--- src/rtl/idtp_pkg.sv ---
package idtp_pkg;

    localparam logic [1:0] MODE_DATE     = 2'd0;
    localparam logic [1:0] MODE_TIME     = 2'd1;
    localparam logic [1:0] MODE_DATETIME = 2'd2;

    typedef struct packed {
        logic [7:0] char_code;
        logic       is_last;
    } char_t;

    typedef struct packed {
        logic               valid_res;
        logic [13:0]        year;
        logic [3:0]         month;
        logic [4:0]         day;
        logic [4:0]         hour;
        logic [5:0]         minute;
        logic [5:0]         second;
        logic [19:0]        microsecond;
        logic               tz_present;
        logic signed [11:0] tz_offset;
    } result_t;

    function automatic logic [4:0] month_days(input logic [3:0] m);
        logic [4:0] d;
        case (m)
            4'd1, 4'd3, 4'd5, 4'd7, 4'd8, 4'd10, 4'd12: d = 5'd31;
            4'd4, 4'd6, 4'd9, 4'd11:                    d = 5'd30;
            4'd2:                                       d = 5'd28;
            default:                                    d = 5'd0;
        endcase
        return d;
    endfunction

    // Weight of a fraction digit by its position, so the sum is already in microseconds.
    function automatic logic [19:0] frac_place(input logic [2:0] pos);
        logic [19:0] w;
        case (pos)
            3'd0:    w = 20'd100000;
            3'd1:    w = 20'd10000;
            3'd2:    w = 20'd1000;
            3'd3:    w = 20'd100;
            3'd4:    w = 20'd10;
            3'd5:    w = 20'd1;
            default: w = 20'd0;
        endcase
        return w;
    endfunction

endpackage

--- src/rtl/iso_datetime_text_parser_unit.sv ---
// Parses ISO 8601 / RFC 3339 date, time or datetime text, one byte per transaction on the
// char channel; cfg_we writes format_mode (0 date, 1 time, 2 or 3 datetime with optional Z or
// +/-HH:MM offset); the user must write it only while no string is in flight and no result is
// pending, which the block does not enforce. Bytes are taken back to back while char_stall is
// low: the parse state and its small digit accumulators update at the accepting edge, and
// the byte flagged is_last loads the checked result into the output register, which drives
// result_valid in the next cycle, or into the skid register while the output is stalled. The
// skid register holds a second result while the first is stalled; char_stall rises only when
// both are full. All result fields are zero when valid_res is zero.
module iso_datetime_text_parser_unit
    import idtp_pkg::*;
(
    input  logic       clk,
    input  logic       rst_n,
    input  logic       char_valid,
    output logic       char_stall,
    input  char_t      char_data,
    output logic       result_valid,
    input  logic       result_stall,
    output result_t    result_data,
    input  logic       cfg_we,
    input  logic [1:0] cfg_wdata
);

    typedef enum logic [4:0] {
        PH_START     = 5'd0,
        PH_YEAR      = 5'd1,
        PH_DASH1     = 5'd2,
        PH_MONTH     = 5'd3,
        PH_DASH2     = 5'd4,
        PH_DAY       = 5'd5,
        PH_DATE_END  = 5'd6,
        PH_HOUR      = 5'd7,
        PH_COLON     = 5'd8,
        PH_MINUTE    = 5'd9,
        PH_AFTER_MIN = 5'd10,
        PH_SECOND    = 5'd11,
        PH_AFTER_SEC = 5'd12,
        PH_FRAC      = 5'd13,
        PH_OFF_H     = 5'd14,
        PH_OFF_COLON = 5'd15,
        PH_OFF_M     = 5'd16,
        PH_DONE      = 5'd17
    } phase_t;

    localparam logic [7:0] CH_ZERO  = 8'h30;
    localparam logic [7:0] CH_NINE  = 8'h39;
    localparam logic [7:0] CH_DASH  = 8'h2D;
    localparam logic [7:0] CH_COLON = 8'h3A;
    localparam logic [7:0] CH_DOT   = 8'h2E;
    localparam logic [7:0] CH_T     = 8'h54;
    localparam logic [7:0] CH_SPACE = 8'h20;
    localparam logic [7:0] CH_Z     = 8'h5A;
    localparam logic [7:0] CH_PLUS  = 8'h2B;

    function automatic logic [6:0] acc_step(input logic [6:0] a, input logic [3:0] d);
        return a * 7'd10 + {3'b000, d};
    endfunction

    logic [1:0]  mode_reg, mode_next;
    phase_t      phase_reg, phase_next, phase_w, phase_upd;
    logic [2:0]  cnt_reg, cnt_next, cnt_w, cnt_upd;
    logic        failed_reg, failed_next, failed_upd;
    logic [15:0] year_bcd_reg, year_bcd_next, year_bcd_upd;
    logic [6:0]  month_reg, month_next, month_upd;
    logic [6:0]  day_reg, day_next, day_upd;
    logic [6:0]  hour_reg, hour_next, hour_upd;
    logic [6:0]  minute_reg, minute_next, minute_upd;
    logic [6:0]  second_reg, second_next, second_upd;
    logic [19:0] frac_reg, frac_next, frac_upd;
    logic        off_sign_reg, off_sign_next, off_sign_upd;
    logic [6:0]  off_h_reg, off_h_next, off_h_upd;
    logic [6:0]  off_m_reg, off_m_next, off_m_upd;
    logic        off_seen_reg, off_seen_next, off_seen_upd;
    logic        out_valid_reg, out_valid_next;
    logic        skid_valid_reg, skid_valid_next;
    result_t     out_data_reg, out_data_next;
    result_t     skid_data_reg, skid_data_next;

    logic        accept;
    logic        fire;
    logic [7:0]  ch;
    logic [3:0]  dig;
    logic        is_dig;
    logic        two_done;
    logic        after_req;
    logic        mode_dt;
    logic        is_date;
    logic        is_time;

    logic        fin_fail;
    logic        phase_ok;
    logic [6:0]  y_hi;
    logic [6:0]  y_lo;
    logic [13:0] year_bin;
    logic        leap;
    logic [4:0]  dmax;
    logic        date_ok;
    logic        time_ok;
    logic        off_ok;
    logic        ok;
    logic [10:0] off_mag;
    logic [11:0] off_val;
    result_t     res;

    assign accept     = char_valid && !char_stall;
    assign fire       = accept && char_data.is_last;
    assign char_stall = skid_valid_reg;
    assign ch         = char_data.char_code;
    assign dig        = ch[3:0];
    assign is_dig     = (ch inside {[CH_ZERO:CH_NINE]});
    assign mode_dt    = mode_reg[1];
    assign is_date    = (mode_reg != MODE_TIME);
    assign is_time    = (mode_reg != MODE_DATE);
    assign mode_next  = cfg_we ? cfg_wdata : mode_reg;

    // Byte consumption
    always_comb
    begin
        phase_upd    = phase_reg;
        cnt_upd      = cnt_reg;
        failed_upd   = failed_reg;
        year_bcd_upd = year_bcd_reg;
        month_upd    = month_reg;
        day_upd      = day_reg;
        hour_upd     = hour_reg;
        minute_upd   = minute_reg;
        second_upd   = second_reg;
        frac_upd     = frac_reg;
        off_sign_upd = off_sign_reg;
        off_h_upd    = off_h_reg;
        off_m_upd    = off_m_reg;
        off_seen_upd = off_seen_reg;
        after_req    = 1'b0;
        phase_w      = phase_reg;
        cnt_w        = cnt_reg;

        if (phase_reg == PH_START)
        begin
            phase_w = (mode_reg == MODE_TIME) ? PH_HOUR : PH_YEAR;
            cnt_w   = '0;
        end
        two_done = (cnt_w == 3'd1);

        if (accept && !failed_reg)
        begin
            phase_upd = phase_w;
            cnt_upd   = cnt_w;
            case (phase_w)
                PH_YEAR:
                begin
                    if (!is_dig)
                        failed_upd = 1'b1;
                    else
                    begin
                        year_bcd_upd = {year_bcd_reg[11:0], dig};
                        if (cnt_w == 3'd3)
                        begin
                            cnt_upd   = '0;
                            phase_upd = PH_DASH1;
                        end
                        else
                            cnt_upd = cnt_w + 3'd1;
                    end
                end
                PH_DASH1:
                begin
                    if (ch == CH_DASH) phase_upd = PH_MONTH;
                    else failed_upd = 1'b1;
                end
                PH_MONTH:
                begin
                    if (!is_dig)
                        failed_upd = 1'b1;
                    else
                    begin
                        month_upd = acc_step(month_reg, dig);
                        cnt_upd   = two_done ? 3'd0 : cnt_w + 3'd1;
                        if (two_done) phase_upd = PH_DASH2;
                    end
                end
                PH_DASH2:
                begin
                    if (ch == CH_DASH) phase_upd = PH_DAY;
                    else failed_upd = 1'b1;
                end
                PH_DAY:
                begin
                    if (!is_dig)
                        failed_upd = 1'b1;
                    else
                    begin
                        day_upd = acc_step(day_reg, dig);
                        cnt_upd = two_done ? 3'd0 : cnt_w + 3'd1;
                        if (two_done) phase_upd = PH_DATE_END;
                    end
                end
                PH_DATE_END:
                begin
                    if (mode_dt && (ch == CH_T || ch == CH_SPACE)) phase_upd = PH_HOUR;
                    else failed_upd = 1'b1;
                end
                PH_HOUR:
                begin
                    if (!is_dig)
                        failed_upd = 1'b1;
                    else
                    begin
                        hour_upd = acc_step(hour_reg, dig);
                        cnt_upd  = two_done ? 3'd0 : cnt_w + 3'd1;
                        if (two_done) phase_upd = PH_COLON;
                    end
                end
                PH_COLON:
                begin
                    if (ch == CH_COLON) phase_upd = PH_MINUTE;
                    else failed_upd = 1'b1;
                end
                PH_MINUTE:
                begin
                    if (!is_dig)
                        failed_upd = 1'b1;
                    else
                    begin
                        minute_upd = acc_step(minute_reg, dig);
                        cnt_upd    = two_done ? 3'd0 : cnt_w + 3'd1;
                        if (two_done) phase_upd = PH_AFTER_MIN;
                    end
                end
                PH_AFTER_MIN:
                begin
                    if (ch == CH_COLON)
                        phase_upd = PH_SECOND;
                    else if (ch == CH_DOT)
                    begin
                        cnt_upd   = '0;
                        phase_upd = PH_FRAC;
                    end
                    else
                        after_req = 1'b1;
                end
                PH_SECOND:
                begin
                    if (!is_dig)
                        failed_upd = 1'b1;
                    else
                    begin
                        second_upd = acc_step(second_reg, dig);
                        cnt_upd    = two_done ? 3'd0 : cnt_w + 3'd1;
                        if (two_done) phase_upd = PH_AFTER_SEC;
                    end
                end
                PH_AFTER_SEC:
                begin
                    if (ch == CH_DOT)
                    begin
                        cnt_upd   = '0;
                        phase_upd = PH_FRAC;
                    end
                    else
                        after_req = 1'b1;
                end
                PH_FRAC:
                begin
                    if (is_dig)
                    begin
                        if (cnt_w >= 3'd6)
                            failed_upd = 1'b1;
                        else
                        begin
                            frac_upd = frac_reg + 20'(dig) * frac_place(cnt_w);
                            cnt_upd  = cnt_w + 3'd1;
                        end
                    end
                    else if (cnt_w == 3'd0)
                        failed_upd = 1'b1;
                    else
                    begin
                        cnt_upd   = '0;
                        after_req = 1'b1;
                    end
                end
                PH_OFF_H:
                begin
                    if (!is_dig)
                        failed_upd = 1'b1;
                    else
                    begin
                        off_h_upd = acc_step(off_h_reg, dig);
                        cnt_upd   = two_done ? 3'd0 : cnt_w + 3'd1;
                        if (two_done) phase_upd = PH_OFF_COLON;
                    end
                end
                PH_OFF_COLON:
                begin
                    if (ch == CH_COLON) phase_upd = PH_OFF_M;
                    else failed_upd = 1'b1;
                end
                PH_OFF_M:
                begin
                    if (!is_dig)
                        failed_upd = 1'b1;
                    else
                    begin
                        off_m_upd = acc_step(off_m_reg, dig);
                        cnt_upd   = two_done ? 3'd0 : cnt_w + 3'd1;
                        if (two_done)
                        begin
                            phase_upd    = PH_DONE;
                            off_seen_upd = 1'b1;
                        end
                    end
                end
                default: failed_upd = 1'b1;
            endcase

            // Zone designator or numeric offset after the time
            if (after_req)
            begin
                if (!mode_dt)
                    failed_upd = 1'b1;
                else if (ch == CH_Z)
                begin
                    off_seen_upd = 1'b1;
                    phase_upd    = PH_DONE;
                end
                else if (ch == CH_PLUS || ch == CH_DASH)
                begin
                    off_sign_upd = (ch == CH_DASH);
                    cnt_upd      = '0;
                    phase_upd    = PH_OFF_H;
                end
                else
                    failed_upd = 1'b1;
            end
        end
    end

    // Final checks and result fields
    always_comb
    begin
        fin_fail = failed_upd || (phase_upd == PH_FRAC && cnt_upd == 3'd0);
        case (phase_upd)
            PH_DATE_END:                         phase_ok = (mode_reg == MODE_DATE);
            PH_AFTER_MIN, PH_AFTER_SEC, PH_FRAC: phase_ok = is_time;
            PH_DONE:                             phase_ok = mode_dt;
            default:                             phase_ok = 1'b0;
        endcase

        y_hi     = 7'(year_bcd_upd[15:12]) * 7'd10 + 7'(year_bcd_upd[11:8]);
        y_lo     = 7'(year_bcd_upd[7:4]) * 7'd10 + 7'(year_bcd_upd[3:0]);
        year_bin = 14'(y_hi) * 14'd100 + 14'(y_lo);
        leap     = (y_lo != 7'd0) ? (y_lo[1:0] == 2'b00) : (y_hi[1:0] == 2'b00);
        dmax     = month_days(month_upd[3:0]) + 5'((month_upd == 7'd2) && leap);
        date_ok  = (year_bcd_upd != 16'd0) && (month_upd >= 7'd1) && (month_upd <= 7'd12)
                   && (day_upd >= 7'd1) && (day_upd <= 7'(dmax));
        time_ok  = (hour_upd < 7'd24) && (minute_upd < 7'd60) && (second_upd < 7'd60);
        off_ok   = !off_seen_upd || ((off_h_upd <= 7'd23) && (off_m_upd <= 7'd59));
        ok       = !fin_fail && phase_ok && (!is_date || date_ok) && (!is_time || time_ok)
                   && off_ok;

        off_mag  = 11'(off_h_upd) * 11'd60 + 11'(off_m_upd);
        off_val  = off_sign_upd ? (12'd0 - {1'b0, off_mag}) : {1'b0, off_mag};

        res = '0;
        if (ok)
        begin
            res.valid_res = 1'b1;
            if (is_date)
            begin
                res.year  = year_bin;
                res.month = month_upd[3:0];
                res.day   = day_upd[4:0];
            end
            if (is_time)
            begin
                res.hour        = hour_upd[4:0];
                res.minute      = minute_upd[5:0];
                res.second      = second_upd[5:0];
                res.microsecond = frac_upd;
            end
            if (off_seen_upd && mode_dt)
            begin
                res.tz_present = 1'b1;
                res.tz_offset  = $signed(off_val);
            end
        end
    end

    // Clear the parse state after the last byte
    always_comb
    begin
        if (fire)
        begin
            phase_next    = PH_START;
            cnt_next      = '0;
            failed_next   = 1'b0;
            year_bcd_next = '0;
            month_next    = '0;
            day_next      = '0;
            hour_next     = '0;
            minute_next   = '0;
            second_next   = '0;
            frac_next     = '0;
            off_sign_next = 1'b0;
            off_h_next    = '0;
            off_m_next    = '0;
            off_seen_next = 1'b0;
        end
        else
        begin
            phase_next    = phase_upd;
            cnt_next      = cnt_upd;
            failed_next   = failed_upd;
            year_bcd_next = year_bcd_upd;
            month_next    = month_upd;
            day_next      = day_upd;
            hour_next     = hour_upd;
            minute_next   = minute_upd;
            second_next   = second_upd;
            frac_next     = frac_upd;
            off_sign_next = off_sign_upd;
            off_h_next    = off_h_upd;
            off_m_next    = off_m_upd;
            off_seen_next = off_seen_upd;
        end
    end

    // Output register with skid
    always_comb
    begin
        out_valid_next  = out_valid_reg;
        out_data_next   = out_data_reg;
        skid_valid_next = skid_valid_reg;
        skid_data_next  = skid_data_reg;
        if (!out_valid_reg || !result_stall)
        begin
            out_valid_next  = skid_valid_reg || fire;
            out_data_next   = skid_valid_reg ? skid_data_reg : res;
            skid_valid_next = 1'b0;
        end
        else if (fire)
        begin
            skid_valid_next = 1'b1;
            skid_data_next  = res;
        end
    end

    assign result_valid = out_valid_reg;
    assign result_data  = out_data_reg;

    always_ff @(posedge clk or negedge rst_n)
    begin
        if (!rst_n)
        begin
            mode_reg       <= MODE_DATE;
            phase_reg      <= PH_START;
            cnt_reg        <= '0;
            failed_reg     <= 1'b0;
            year_bcd_reg   <= '0;
            month_reg      <= '0;
            day_reg        <= '0;
            hour_reg       <= '0;
            minute_reg     <= '0;
            second_reg     <= '0;
            frac_reg       <= '0;
            off_sign_reg   <= 1'b0;
            off_h_reg      <= '0;
            off_m_reg      <= '0;
            off_seen_reg   <= 1'b0;
            out_valid_reg  <= 1'b0;
            skid_valid_reg <= 1'b0;
        end
        else
        begin
            mode_reg       <= mode_next;
            phase_reg      <= phase_next;
            cnt_reg        <= cnt_next;
            failed_reg     <= failed_next;
            year_bcd_reg   <= year_bcd_next;
            month_reg      <= month_next;
            day_reg        <= day_next;
            hour_reg       <= hour_next;
            minute_reg     <= minute_next;
            second_reg     <= second_next;
            frac_reg       <= frac_next;
            off_sign_reg   <= off_sign_next;
            off_h_reg      <= off_h_next;
            off_m_reg      <= off_m_next;
            off_seen_reg   <= off_seen_next;
            out_valid_reg  <= out_valid_next;
            skid_valid_reg <= skid_valid_next;
        end
    end

    always_ff @(posedge clk)
    begin
        out_data_reg  <= out_data_next;
        skid_data_reg <= skid_data_next;
    end

endmodule

--- config.mk ---
export PLATFORM = sky130hd
export DESIGN_NAME = iso_datetime_text_parser_unit
export DESIGN_NICKNAME = d
export VERILOG_FILES = /design/src/rtl/idtp_pkg.sv /design/src/rtl/iso_datetime_text_parser_unit.sv
export SDC_FILE = /design/constraint.sdc
export NUM_CORES = 1
export LEC_CHECK = 0
export ABC_AREA = 0
export BUFFER_PORTS_ARGS = -buffer_cell sky130_fd_sc_hd__buf_2
export CAP_MARGIN = 20
export CORE_ASPECT_RATIO = 1.1
export CORE_MARGIN = 1
export CORE_UTILIZATION = 68
export CTS_BUF_LIST = sky130_fd_sc_hd__clkbuf_16
export DETAILED_ROUTE_END_ITERATION = 16
export HOLD_SLACK_MARGIN = 0.02
export PLACE_DENSITY = 0.92
export SYNTH_ARGS = -nofsm -noshare
export SYNTH_HDL_FRONTEND = slang
export SYNTH_SLANG_ARGS = --single-unit
--- constraint.sdc ---
create_clock -name clk -period 19.35 [get_ports clk]
set_input_delay 0.9675 -clock clk [delete_from_list [all_inputs] [get_ports clk]]
set_output_delay 0.9675 -clock clk [all_outputs]
set_load 0.03 [all_outputs]
==> summary.md, run 1 <==
| Metric | Value |
|---|---|
| Setup CP Type | `in -> reg` |
| Most instantiated cells after synthesis | `nor2_1, inv_1, ha_1, edfxtp_1, nand2_1` |
| Seq/Total Area, Yosys | `38.06%` |
| Post-Syn Nets | `2103` |
| CP endpoint kind | `flip-flop` |
| CTS sink count | `248` |
| CTS tree | `done` |
| Cell area after layout | `19820 µm²` |
| Slowest-stage cell, CP | `and3_1` |
| Inserted Clock Buffers | `27` |
| WL final | `44.77 mm` |
| Final worst slack | `10.13 ns` |
| Seq cells post-synth | `248` |
| Leading cell type by number of instances after synthesis | `nor2_1` |
| NumNets Final | `2161` |
| Power Density | `72.40 nW/µm²` |
| Least-Margin Pin Slew | `1.044 ns` |
| Count of cell types in the netlist | `89` |
| CP dominant cell by count | `ha_1` |
| Routed Antenna Nets | `0` |
| Req. time, crit path | `19.70 ns` |
| Tmin final | `9.216 ns` |
| RSZ-0062 raised after global routing | `no` |
| Endpoints failing setup | `0` |
| Placer congestion estimate | `0.9551` |
| Worst IR drop on VDD | `0.0001170 V` |
| Synth Cell Area | `18250 µm²` |
| DP Wirelength | `31.51 mm` |
| Critical path startpoint category | `primary input` |
| Crit Path Max Fanout | `44` |
| DR vias | `14310` |
| R2R depth | `27` |
| End-of-flow core utilization | `75.60%` |
| Number of synthesized flops with an enable pin | `148` |
| WHS | `0.4131 ns` |
| Async SR Flop Fraction | `40.32%` |
| CP Data Arrival Time | `9.56 ns` |
| Cells after Synth | `1862` |
| Final Total Pwr | `1.435 mW` |
| First-pass GRT wire length | `73.47 mm` |
| First DRT Iteration DRCs | `1037` |
| Clk_skew | `0.01367 ns` |
| Clk pwr share | `35.0%` |
| # hold bufs at CTS | `0` |
| Main synth FF type | `edfxtp_1` |
| Relative slew margins | `30.40%` |
| Initial antenna violation count | `2` |
| Sw frac | `32.13%` |
| Final Max Slew Viols | `0` |
| Final period util | `47.63%` |
| Final cell count without fillers | `2294` |
| Wire length per cell | `19.51 µm` |
| Clock transition at the registers of the reported paths | `0.06 ns` |
| Area post-placement | `18970 µm²` |
| Internal power component | `974.0 µW` |
| All-Layer GR Usage | `33.78%` |
| Leakage dissipation | `8.929 nW` |
| Root Driver | `clkbuf_16` |
| Layout overhead on the synthesized area | `8.589%` |
| CTS resizes | `0` |
| Sequential share of power | `41.4%` |
| Total iterations of the first detailed-routing run | `6` |
| Die ar. | `27500 µm²` |
| H-tree depth | `1` |
| Fmax achieved | `0.1085 GHz` |
| Top-area cell type share of the netlist area | `24.35%` |
| Vias in the first global route | `15040` |
| Syn avg cell area | `9.803 µm²` |
| Combinational power share | `23.6%` |
| Final hold vios | `0` |
| DR vias/cell | `6.236` |
| Chip width | `158.2 µm` |
| Rows | `62` |
| IO Count | `92` |
| Maximum clock insertion buffer count | `3` |
| Status | `completed` |
| Largest net degree at the start of global routing | `86` |
| Synth warnings | `0` |
| Net switching power | `461.1 µW` |
| Setup Fix Bufs, Post-CTS | `0` |
| GRT overflow | `0` |
| Post-synth top area cell | `edfxtp_1` |
| Clk Latency, worst-skew pair | `0.54 ns` |
| Core area | `26220 µm²` |
| Initial Util | `69.62%` |
| Port Buffer Count | `91` |
| DP Cell Count | `2243` |
| Critical Path Max Stage Delay | `0.89 ns` |
| Final setup TNS | `0 ns` |
| Pre-CTS setup slack | `9.932 ns` |
| Layout cells sized above 1 | `10.52%` |
| Fill count | `1742` |
| Max_cap viols | `0` |
| Area contributors post-synth | `edfxtp_1, dfrtp_1, ha_1` |
| Hold Path Class | `in -> async` |
| # DRC | `0` |
| Die height | `173.8 µm` |
-- logic make-up after synthesis --
family	Yosys count	share of synthesized area, %
xor gates and xnor gates	118	5.662
and+or+nand+nor	617	16.42
DFF	248	38.06
muxes	62	3.489
buffers and inverters	255	5.511
AOI/OAI and AO/OA	337	12.69
adders and majority gates	225	18.18
-- final cells by class --
class	count	area, µm²	area share, %
Antenna cell	2	5.005	0.02525
Sequential cell	248	6948	35.05
Multi-Input combinational cell	1359	10330	52.11
Inverter	174	653.1	3.295
Tap cell	352	440.4	2.222
Clock buffer	27	675.6	3.409
Timing Repair Buffer	110	600.6	3.030
Clock inverter	22	170.2	0.8585
-- final timing paths --
check	startpoint	to	slack, ns
worst max-delay path	char_data[3]	result_data[43]$_DFFE_PN_	10.13
worst min-delay path	rst_n	year_bcd_reg[8]$_DFF_PN0_	0.41
worst max register to register	phase_reg[3]$_DFF_PN0_	result_data[43]$_DFFE_PN_	10.57
worst min register to register	skid_data_reg[62]$_DFFE_PP_	result_data[62]$_DFFE_PN_	0.52
max in group asynchronous	rst_n	char_stall$_DFFE_PN0P_	17.61
min in group clk	skid_data_reg[62]$_DFFE_PP_	result_data[62]$_DFFE_PN_	0.52
-- power groups by stage --
stage                     Sequential [mW]  Combinational (mW)  Clock [mW]
after CTS                           0.594               0.334       0.506
after global routing                0.596               0.368       0.522
after global placement              0.604               0.325           0
final                               0.594               0.338       0.503
after detailed placement            0.604               0.332           0
after floorplan                     0.635               0.215           0
-- per-layer routing --
metal | wire length (µm) | global-route usage (%) | vias up
met3 | 2625 | 3.975 | 151
li1 | - | - | 6615
met5 | 0 | 0 | -
met4 | 2030 | 17.47 | 0
met1 | 17360 | 40.50 | 6979
met2 | 22750 | 59.12 | 561
-- placed cells by master, fill, tap and decap left out, types with 6 or more instances in the layout --
cell type | netlist | final
nor2_1 | 237 | 236
inv_1 | 172 | 175
ha_1 | 158 | 158
edfxtp_1 | 148 | 148
nand2_1 | 143 | 142
dfrtp_1 | 100 | 99
buf_2 | 30 | 90
a21oi_1 | 89 | 89
xnor2_1 | 79 | 79
o31ai_1 | 72 | 72
fa_1 | 67 | 67
mux2i_1 | 49 | 49
xor2_1 | 39 | 39
and2_1 | 39 | 38
o21ai_0 | 38 | 38
clkbuf_16 | 0 | 27
nor3_1 | 25 | 25
nand3_1 | 25 | 25
nor2b_1 | 24 | 24
a21o_1 | 22 | 22
nand2b_1 | 21 | 21
buf_4 | 3 | 20
nor4_1 | 15 | 15
a31oi_1 | 15 | 15
and3_1 | 14 | 14
mux2_2 | 13 | 13
or2_2 | 11 | 11
or3_1 | 9 | 9
nor3b_1 | 9 | 9
a211oi_1 | 9 | 9
nand3b_1 | 8 | 8
o21bai_1 | 8 | 8
o21ai_1 | 7 | 7
o211ai_1 | 7 | 7
nand4_1 | 6 | 6
o22ai_1 | 6 | 6
clkinv_1 | 0 | 6
-- critical path, delay by kind of cell --
family,cells,cell delay [ns]
AO/OA/AOI/OAI,9,2.53
XOR/XNOR,1,0.17
adder cells (fa/ha/maj),6,1.85
buffers and inverters,5,0.99
multiplexers,1,0.43
AND/OR/NAND/NOR,6,2.56
(Power assumes the default switching activity.)
==> inputs of run 2 (changes only) <==
--- a/config.mk
+++ b/config.mk
@@ -10,11 +10,11 @@
 export CAP_MARGIN = 20
 export CORE_ASPECT_RATIO = 1.1
 export CORE_MARGIN = 1
-export CORE_UTILIZATION = 68
+export CORE_UTILIZATION = 57
 export CTS_BUF_LIST = sky130_fd_sc_hd__clkbuf_16
 export DETAILED_ROUTE_END_ITERATION = 16
 export HOLD_SLACK_MARGIN = 0.02
-export PLACE_DENSITY = 0.92
+export PLACE_DENSITY = 0.83
 export SYNTH_ARGS = -nofsm -noshare
 export SYNTH_HDL_FRONTEND = slang
 export SYNTH_SLANG_ARGS = --single-unit
==> constraint.sdc (replaced) <==
create_clock -name clk -period 7.75 [get_ports clk]
set_input_delay 0.3875 -clock clk [delete_from_list [all_inputs] [get_ports clk]]
set_output_delay 0.3875 -clock clk [all_outputs]
set_load 0.03 [all_outputs]
==> run 2 against run 1 <==
Effect of this change:
- clock skew down 0.00056 ns
- via count is 0.73% lower
- hold slack worse by 0.33 ns
- final cell count grew 3.4%
- combinational power increased by 150%
- first-iteration DRC count increased by 4.2%
- utilization is 12 points lower
- largest cell class unchanged
==> summary.md, run 2 (synthesis results as in run 1) <==
| Metric | Value |
|---|---|
| Final hold vios | `0 (unchanged)` |
| Hold Path Class | `in -> reg` |
| Worst reg2reg endpoint | `result_data[68]$_DFFE_PN_` |
| Endpoints failing setup | `0 (unchanged)` |
| Initial antenna violation count | `0 (-2)` |
| Layout cells sized above 1 | `11.17% (+0.65 points)` |
| Placer congestion estimate | `0.9613 (+0.65%)` |
| Most common cell after layout, fill and taps aside | `nor2_1` |
| WL final | `45.22 mm (+1.0%)` |
| Routed Antenna Nets | `0 (unchanged)` |
| Root Driver | `clkbuf_16` |
| Net switching power | `1.152 mW (+150%)` |
| Fill count | `2541 (+46%)` |
| Crit Path Max Fanout | `52 (+18%)` |
| Least-Margin Pin Slew | `1.050 ns (+0.005922 ns)` |
| WHS | `0.07903 ns (-0.3341 ns)` |
| R2R depth | `26 (-3.7%)` |
| Final setup TNS | `0 ns (unchanged)` |
| DR vias/cell | `5.987 (-4.0%)` |
| Total iterations of the first detailed-routing run | `7 (+1)` |
| Final period util | `92.55%` |
| Sw frac | `32.45% (+0.32 points)` |
| DR vias | `14200 (-0.73%)` |
| CTS tree | `done` |
| Internal power component | `2.398 mW (+150%)` |
| Area post-placement | `19130 µm² (+0.84%)` |
| Layout overhead on the synthesized area | `9.411%` |
| Power Density | `177.8 nW/µm² (+150%)` |
| Combinational power share | `23.7% (about the same)` |
| Max_cap viols | `0 (unchanged)` |
| Initial Util | `57.98% (-12 points)` |
| H-tree depth | `1 (unchanged)` |
| Clk pwr share | `34.3% (-0.7 points)` |
| Worst IR drop on VDD | `0.0001976 V (+69%)` |
| First DRT Iteration DRCs | `1081 (+4.2%)` |
| R2r setup slk | `0.58 ns (-9.99 ns)` |
| DP Wirelength | `31.76 mm (+0.78%)` |
| Vias in the first global route | `14400 (-4.2%)` |
| NumNets Final | `2172 (+0.51%)` |
| Antenna Diode Count | `0 (-2)` |
| Critical path startpoint category | `flip-flop` |
| Setup CP Type | `reg -> reg` |
| Req. time, crit path | `8.10 ns (-11.60 ns)` |
| Sequential share of power | `42.0% (+0.6 points)` |
| Clk Latency, worst-skew pair | `0.55 ns (about the same)` |
| Most frequent cells in the layout | `nor2_1, inv_1, ha_1, edfxtp_1, nand2_1` |
| CP Data Arrival Time | `7.52 ns (-2.04 ns)` |
| Die height | `189.7 µm (+9.1%)` |
| DP Cell Count | `2321 (+3.5%)` |
| Tmin final | `7.172 ns` |
| CP endpoint kind | `flip-flop` |
| Wire length per cell | `19.06 µm (-2.3%)` |
| Clk_skew | `0.01311 ns (-0.0005589 ns)` |
| IO Count | `92 (unchanged)` |
| Core area | `31480 µm² (+20%)` |
| R2r startpoint | `phase_reg[1]$_DFF_PN0_` |
| Fmax achieved | `0.1394 GHz` |
| Setup Fix Bufs, Post-CTS | `0 (unchanged)` |
| # DRC | `0 (unchanged)` |
| Port Buffer Count | `91 (unchanged)` |
| GRT overflow | `0 (unchanged)` |
| Maximum clock insertion buffer count | `3 (unchanged)` |
| Die ar. | `32740 µm² (+19%)` |
| Relative slew margins | `29.84% (-0.56 points)` |
| Chip width | `172.6 µm (+9.1%)` |
| RSZ-0062 raised after global routing | `no` |
| All-Layer GR Usage | `27.77% (-6.0 points)` |
| Clock transition at the registers of the reported paths | `0.06 ns (about the same)` |
| Final Max Slew Viols | `0 (unchanged)` |
| End-of-flow core utilization | `63.44% (-12 points)` |
| Cell area after layout | `19970 µm² (+0.76%)` |
| Critical Path Sink | `result_data[68]$_DFFE_PN_` |
| Setup crit start | `phase_reg[1]$_DFF_PN0_` |
| First-pass GRT wire length | `73.34 mm (-0.18%)` |
| Leakage dissipation | `8.991 nW (+0.69%)` |
| Final cell count without fillers | `2372 (+3.4%)` |
| Rows | `68 (+9.7%)` |
| Largest net degree at the start of global routing | `80 (-7.0%)` |
| Inserted Clock Buffers | `27 (unchanged)` |
| Status | `completed` |
| CTS sink count | `248 (unchanged)` |
[run 2: power groups by stage]
| stage | logic [mW] | registers, mW | clock network (mW) |
|---|---|---|---|
| finish | 0.841 | 1.49 | 1.22 |
| global route | 0.909 | 1.50 | 1.29 |
| CTS | 0.829 | 1.49 | 1.23 |
| detailed placement | 0.823 | 1.52 | 0 |
| global placement | 0.808 | 1.52 | 0 |
| floorplan | 0.536 | 1.58 | 0 |
[run 2: worst min path at each step]
stage                            start                      end  slack, ns  cells past startpoint
final                     cfg_wdata[0]  mode_reg[0]$_DFFE_PN0P_       0.08                      2
after global placement           rst_n  mode_reg[0]$_DFFE_PN0P_       0.47                      1
after detailed placement         rst_n  mode_reg[0]$_DFFE_PN0P_       0.49                      1
after global routing      cfg_wdata[0]  mode_reg[0]$_DFFE_PN0P_       0.08                      2
after floorplan                  rst_n   char_stall$_DFFE_PN0P_       0.09                      0
after CTS                 cfg_wdata[0]  mode_reg[0]$_DFFE_PN0P_       0.07                      2
[run 2: per-stage QoR]
stage | total power, mW | worst slack, ns
2_1_floorplan | 2.121 | 0.5938
3_3_place_gp | 2.325 | 0.7218
3_5_place_dp | 2.341 | 0.4795
4_1_cts | 3.553 | 0.4849
5_1_grt | 3.691 | 0.1408
6_report | 3.550 | 0.5778
[run 2: layout make-up]
class                   count  area, µm²  area share (%)
repair buffers            121      685.7           3.433
well taps                 420      525.5           2.631
flip-flops and latches    248       6948           34.79
inverters                 174      653.1           3.270
clock buffers              27      675.6           3.383
multi-input cells        1359      10330           51.75
clock inverters            23      148.9          0.7455
[run 2: critical path, stage by stage, from the launching register on]
cell and delay, ns:
dfrtp_1 0.46, nor4_1 0.44, o21a_1 0.29, and3_1 0.28, buf_4 0.30, mux2i_1 0.40
nor2_1 0.10, ha_1 0.20, fa_1 0.48, xnor2_1 0.17, or4_1 0.40, o311a_1 0.31
ha_1 0.22, ha_1 0.28, inv_1 0.05, ha_1 0.28, nor2b_1 0.13, o21ai_0 0.14
nand2b_1 0.08, a211oi_1 0.25, o22ai_1 0.12, a31oi_1 0.15, a41o_1 0.22, nor4b_2 0.32
a32oi_4 0.15, buf_4 0.37, o31ai_1 0.35
[run 2: layer usage]
layer | global-route usage, % | share of wire (%) | vias up
met5 | 0 | 0 | -
met4 | 12.53 | 4.1 | 0
met1 | 32.71 | 40 | 7001
met2 | 50.93 | 51 | 454
li1 | - | - | 6625
met3 | 3.038 | 4.8 | 121
[run 2: what timing repair did]
item	4_1_cts	5_1_grt
hold buffers	1	0
endpoints found under the setup margin	0	1
gates resized for setup	0	1
hold endpoints to repair	47	0
